File: config.mk
export PLATFORM = sky130hd
export DESIGN_NAME = sds_cell
export DESIGN_NICKNAME = d
export VERILOG_FILES = /design/src/stable_descending_score_sorter_macros.svh /design/src/sds_pkg.sv /design/src/sds_cell.sv
export SDC_FILE = /design/constraint.sdc
export NUM_CORES = 1
export LEC_CHECK = 0
export ABC_CLOCK_PERIOD_IN_PS = 16100
export BUFFER_PORTS_ARGS = -buffer_cell sky130_fd_sc_hd__buf_2
export CORE_ASPECT_RATIO = 1.2
export CORE_MARGIN = 2
export CORE_UTILIZATION = 47
export CTS_CLUSTER_DIAMETER = 200
export DETAILED_ROUTE_END_ITERATION = 7
export PLACE_DENSITY = 0.86
export SLEW_MARGIN = 20
export SYNTH_ARGS = -nofsm -noshare
export SYNTH_HDL_FRONTEND = slang
export SYNTH_SLANG_ARGS = --single-unit
File: constraint.sdc
create_clock -name clk -period 16.1 [get_ports clk]
set_input_delay 3.22 -clock clk [delete_from_list [all_inputs] [get_ports clk]]
set_output_delay 3.22 -clock clk [all_outputs]
set_load 0.02 [all_outputs]
File: src/stable_descending_score_sorter_macros.svh
`ifndef STABLE_DESCENDING_SCORE_SORTER_MACROS_SVH
`define STABLE_DESCENDING_SCORE_SORTER_MACROS_SVH

// Same-cycle implication, checked outside reset
`define SDS_ASSERT_NOW(label, clk, rst_n, ante, cons, msg) \
    label: assert property (@(posedge clk) disable iff (!rst_n) (ante) |-> (cons)) \
        else $error(msg);

// Next-cycle implication, checked outside reset
`define SDS_ASSERT_NEXT(label, clk, rst_n, ante, cons, msg) \
    label: assert property (@(posedge clk) disable iff (!rst_n) (ante) |=> (cons)) \
        else $error(msg);

`endif

File: src/sds_pkg.sv
`default_nettype none

package sds_pkg;

    localparam int TagWidth   = 16;
    localparam int ScoreWidth = 32;

    typedef struct packed {
        logic                         valid;
        logic signed [ScoreWidth-1:0] score;
        logic [TagWidth-1:0]          tag;
    } slot_t;

    typedef struct packed {
        logic insert;
        logic drain;
    } ctrl_t;

endpackage

`default_nettype wire

File: src/sds_cell.sv
`default_nettype none

module sds_cell (
    input  wire logic                                  clk,
    input  wire logic                                  rst_n,
    input  wire sds_pkg::ctrl_t                        ctrl,
    input  wire logic signed [sds_pkg::ScoreWidth-1:0] new_score,
    input  wire logic [sds_pkg::TagWidth-1:0]          new_tag,
    input  wire sds_pkg::slot_t                        prev_slot,
    input  wire logic                                  prev_disp,
    input  wire sds_pkg::slot_t                        next_slot,
    output sds_pkg::slot_t                             slot,
    output logic                                       disp
);

    logic                                  valid_reg;
    logic                                  valid_next;
    logic signed [sds_pkg::ScoreWidth-1:0] score_reg;
    logic signed [sds_pkg::ScoreWidth-1:0] score_next;
    logic [sds_pkg::TagWidth-1:0]          tag_reg;
    logic [sds_pkg::TagWidth-1:0]          tag_next;

    // Strict compare: an equal score stays ahead of the new pair
    assign disp = !valid_reg || (score_reg < new_score);

    always_comb
    begin
        valid_next = valid_reg;
        score_next = score_reg;
        tag_next   = tag_reg;
        if (ctrl.drain)
        begin
            // advance towards the head of the chain
            valid_next = next_slot.valid;
            score_next = next_slot.score;
            tag_next   = next_slot.tag;
        end
        else if (ctrl.insert && disp)
        begin
            if (prev_disp)
            begin
                valid_next = prev_slot.valid;
                score_next = prev_slot.score;
                tag_next   = prev_slot.tag;
            end
            else
            begin
                valid_next = 1'b1;
                score_next = new_score;
                tag_next   = new_tag;
            end
        end
    end

    always_ff @(posedge clk or negedge rst_n)
    begin
        if (!rst_n)
        begin
            valid_reg <= 1'b0;
        end
        else
        begin
            valid_reg <= valid_next;
        end
    end

    always_ff @(posedge clk)
    begin
        score_reg <= score_next;
        tag_reg   <= tag_next;
    end

    assign slot.valid = valid_reg;
    assign slot.score = score_reg;
    assign slot.tag   = tag_reg;

endmodule

`default_nettype wire

After elaboration in Yosys (flattened, before gate mapping)
Cells that the tools add are included.
{ "totals": {"regBits": 49, "out_inout_bits": 50, "inputBits": 151, "word_cells": 17} }
{ "op_classes": {"muxes": 9, "magnitude_cmp": 1, "reduce_logical": 4} }
{ "op_table": {"columns": ["operator", "count"], "rows": [
  ["$mux 32", 3],
  ["$mux 16", 3],
  ["$lt 32x32->1", 1],
  ["$mux 1", 3],
  ["$reduce_bool 2->1", 1],
  ["$logic_and 1x1->1", 1],
  ["$logic_not 1->1", 1],
  ["$logic_or 1x1->1", 1]
]} }

Longest topological paths before layout
{ "depth": {"ltp_word": 5, "ltp_mapped": 8, "ltp_nobuf": 8} }

Worst setup path after synthesis
No wires, ideal clock.
{ "synth_timing": {"path_kind": "input to register", "startpoint": "in new_score[2] in the netlist's numbering", "endpoint": "reg score_reg[0] in the netlist's numbering, enable pin", "cell_stages": 8, "path_slack_ps": 7919, "setup_ps": 513, "arrival_time_ps": 7668, "path_cell_list": "inv_1 > ha_1 > a211o_1 > a31oi_1 > o311a_1 > o41ai_2 > and3_1 > nor3_1"} }
{ "synth_via": {"elab_chain_cells": 4} }
{ "synth_lines": {"columns": ["item", "line", "text"], "rows": [
  ["start: declaration", "sds_cell.sv:7", "input wire logic signed [sds_pkg::ScoreWidth-1:0] new_score,"],
  ["$lt 32x32->1", "sds_cell.sv:24", "assign disp = !valid_reg || (score_reg < new_score);"],
  ["$logic_or 1x1->1", "sds_cell.sv:24", null],
  ["$logic_and 1x1->1", "sds_cell.sv:38", "else if (ctrl.insert && disp)"],
  ["$reduce_bool 2->1 (no source line)", null, null],
  ["end signal: assignment", "sds_cell.sv:69", "score_reg <= score_next;"],
  ["end: declaration", "sds_cell.sv:18", "logic signed [sds_pkg::ScoreWidth-1:0] score_reg;"]
]} }
No other way between the ends.
A chain may end at the register's enable or synchronous reset.

Final worst setup path
{ "layout_timing": {"startpoint": "in new_score[7] in the netlist's numbering", "endpoint": "out disp"} }
{ "layout_via": {"elab_chain_cells": 2} }
{ "layout_lines": {"columns": ["item", "line", "text"], "rows": [
  ["$lt 32x32->1", "sds_cell.sv:24", null],
  ["$logic_or 1x1->1", "sds_cell.sv:24", null],
  ["end: declaration", "sds_cell.sv:13", "output logic disp"]
]} }
No other way between the ends.

==> results.toml <==
[pwr]
p_clk_share_pct = 18.1
irDropWorstVdd_mv = 0.04465
p_comb_share_pct = 35.5
internal-power_uw = 248.7
netSwitchingFraction_pct = 34.19
leakagePower_nw = 2.339
powerDensity_mw_per_mm2 = 84.98
sequentialPowerShare_pct = 46.3
p_switching_uw = 129.3

[cells_and_area]
largest_reg_flops = 32
antenna_cells = 0
area_growth_pct = 34.35
seq_area_mm2 = 0.001466
final_common_cell = "buf_2"
layout_common_cells = "buf_2 (200), nand2_1 (58), o21ai_0 (51)"
multiInputGateArea_mm2 = 0.001653
fillers = 564
drive_gt1_share_pct = 40.11
nets = 708
fin_area_mm2 = 0.004448

[timing]
worstMarginPinSlew_ns = 0.8437
fin_crit_ns = 8.307
fin_setup_tns_ns = 0
finalHoldViolations = 0
final_max_slew_viol_count = 0
setup_viol = 0
relSlewSlack_pct = 43.75
rsz0062_at_grt = "false"
finalClockSkew_ns = 0.009512
fin_crit_sh_pct = 51.60
max_freq_mhz = 120.4

[global_routing]
grt_pass1_wl_um = 13290
grt_usage_pct = 22.18
grt_antenna_before_repair = 0
first_global_vias = 3018
grt_max_degree = 102
overflow = 0

[synth]
synthXorXnorAreaFrac_pct = 0
seq_area_frac_synth_pct = 44.29
synth_top_family_by_area = "multiplexers"
synthMuxAreaShare_pct = 14.85
synth_fa_ha_area_share_pct = 11.72
yosysWarningCount = 0
synth-seq-cells = 49
syn-num-nets = 516
syn_avg_cell_area_um2 = 9.912
synth_area_mm2 = 0.003311
netlist_instances = 334
yosys.area_share.simple_pct = 10.24
synthDistinctLibCells = 35
synth-compound-area-share_pct = 12.96

[clock_network]
cts_buffers = 5
cts_tree = "yes"
post_cts_buffers = 0
clock_sink_count = 49
h-tree-depth = 2
clockBufferDepth = 2
ctsResizeCount = 0
clk_pin_slew_ns = 0.08
hold_buffers = 0
ctsRootBufferMaster = "clkbuf_8"
clk_latency_ns = 0.30

[placed_design]
dpl_cell_area_mm2 = 0.004372
post-dp-hpwl_um = 6982
place_congestion = 0.7733
io_buffer_count = 200

[floorplanning]
dieWidth_um = 80.62
core_region_area_mm2 = 0.006813
ioPinCount = 201
rows = 33
start_util_pct = 48.60
die-height_um = 95.94
die-area_mm2 = 0.007734

[setup_path]
required_ns = 12.88
arrival_ns = 5.09
rrSetupSlack_ns = 13.35
reg2reg_to = "tag_reg[13]"
timing.rr.start = "score_reg[31]"
critPathKind = "in2out"
r2r_cells = 8
critPathCaptureType = "output port"
worstPathMaxFanout = 3
worst_setup_path_start_kind = "input port"

[drt]
antenna_left = 0
dr.max_layer_used = "met4"
via_count = 3190
wl_met1_um = 3372
wl_met2_um = 4595
initialDrtViolationCount = 125
route.met3.wl_um = 729
vias_per_cell = 5.204
wl_per_cell_um = 14.34
wl_um = 8792
drt_pass1_iterations = 4
remaining_drc_errors = 0

[job]
cap_violations = 0

[hold_path]
holdPathStages = 4
hold_start = "valid_reg"
hp-class = "reg2reg"
worstHoldEndpoint = "valid_reg"

[status]
status = "complete, no violations"
==> synth_stat cells <==
library cell  number  area share (%)
a211o_1            1            0.26
a211oi_1           1            0.23
a21o_1             1            0.23
a21oi_1           13             2.0
a221o_1            1            0.30
a221oi_2           1            0.45
a31oi_1            1            0.19
and3_1             1            0.19
and3b_1            1            0.26
buf_1              1            0.11
buf_2              4            0.60
buf_4              1            0.23
clkbuf_1          12             1.4
dfrtp_1            1            0.76
edfxtp_1          48              44
ha_1              31              12
inv_1             32             3.6
mux2_1             1            0.34
mux2i_1           48              15
nand2_1           58             6.6
nand2b_1           2            0.38
nand3_1            2            0.30
nand4_1            6             1.1
nor2_1             4            0.45
nor3_1             2            0.30
nor4_1             1            0.19
nor4b_1            1            0.26
o211ai_1           1            0.23
o21ai_0           51             7.7
o21ai_1            1            0.15
o22ai_1            1            0.19
o2bb2ai_1          1            0.26
o311a_1            1            0.30
o41ai_2            1            0.49
or3_1              1            0.19
==> worst max path at each step <==
stage	startpoint	to	depth (start not counted)	slack [ns]
after floorplan	new_score[2]	score_reg[0]	8	7.92
after global placement	new_score[7]	disp	9	7.79
after detailed placement	new_score[2]	disp	10	7.75
after CTS	new_score[7]	disp	9	7.75
after global routing	new_score[2]	disp	10	7.63
final	new_score[7]	disp	9	7.79
==> logic make-up after synthesis <==
family / count (synthesis)
AO/OA/AOI/OAI: 76
adder cells (fa/ha/maj): 31
buffers and inverters: 50
flip-flops: 49
multiplexers: 49
AND/OR/NAND/NOR: 79
==> area by class of cell <==
cell class                 count  share of cell area [%]
clock buffer                   6                   1.632
clock inverter                 1                 0.08439
inverter                      32                   2.700
multi-input combinational    235                   37.16
sequential                    49                   32.97
tap                           87                   2.447
timing repair buffer         203                   23.01
==> per-layer routing <==
metal | global-route usage, % | vias up
li1 | - | 1581
met1 | 25.30 | 1445
met2 | 41.32 | 156
met3 | 4.878 | 8
met4 | 6.356 | 0
met5 | 0 | -
==> power groups by stage <==
stage / Clock [mW] / Combinational [mW] / Sequential (mW)
after CTS: 0.0704 / 0.136 / 0.175
after global routing: 0.0768 / 0.149 / 0.178
after detailed placement: 0 / 0.135 / 0.178
final: 0.0685 / 0.134 / 0.175
after global placement: 0 / 0.130 / 0.177
after floorplan: 0 / 0.0565 / 0.203
==> worst max-delay path, cell delays in order <==
cell and delay, ns:
buf_2 0.09, inv_1 0.04, ha_1 0.30, nand4_1 0.10
o311a_1 0.38, o41ai_2 0.36, a21oi_1 0.12, mux2_1 0.32
buf_2 0.17
==> through the flow <==
stage          hold slack [ns]  cells  setup WS (ns)  utilization (%)  total power [mW]
2_1_floorplan           0.7504    334          7.919                -            0.2600
3_3_place_gp            0.8551    606          7.788            64.17            0.3073
3_5_place_dp            0.8851    606          7.751            64.17            0.3135
4_1_cts                 0.9057    613          7.748            65.29            0.3814
5_1_grt                 0.9784    613          7.634            65.29            0.4033
6_report                0.9078    613          7.793            65.29            0.3780
(Power assumes the default switching activity.)
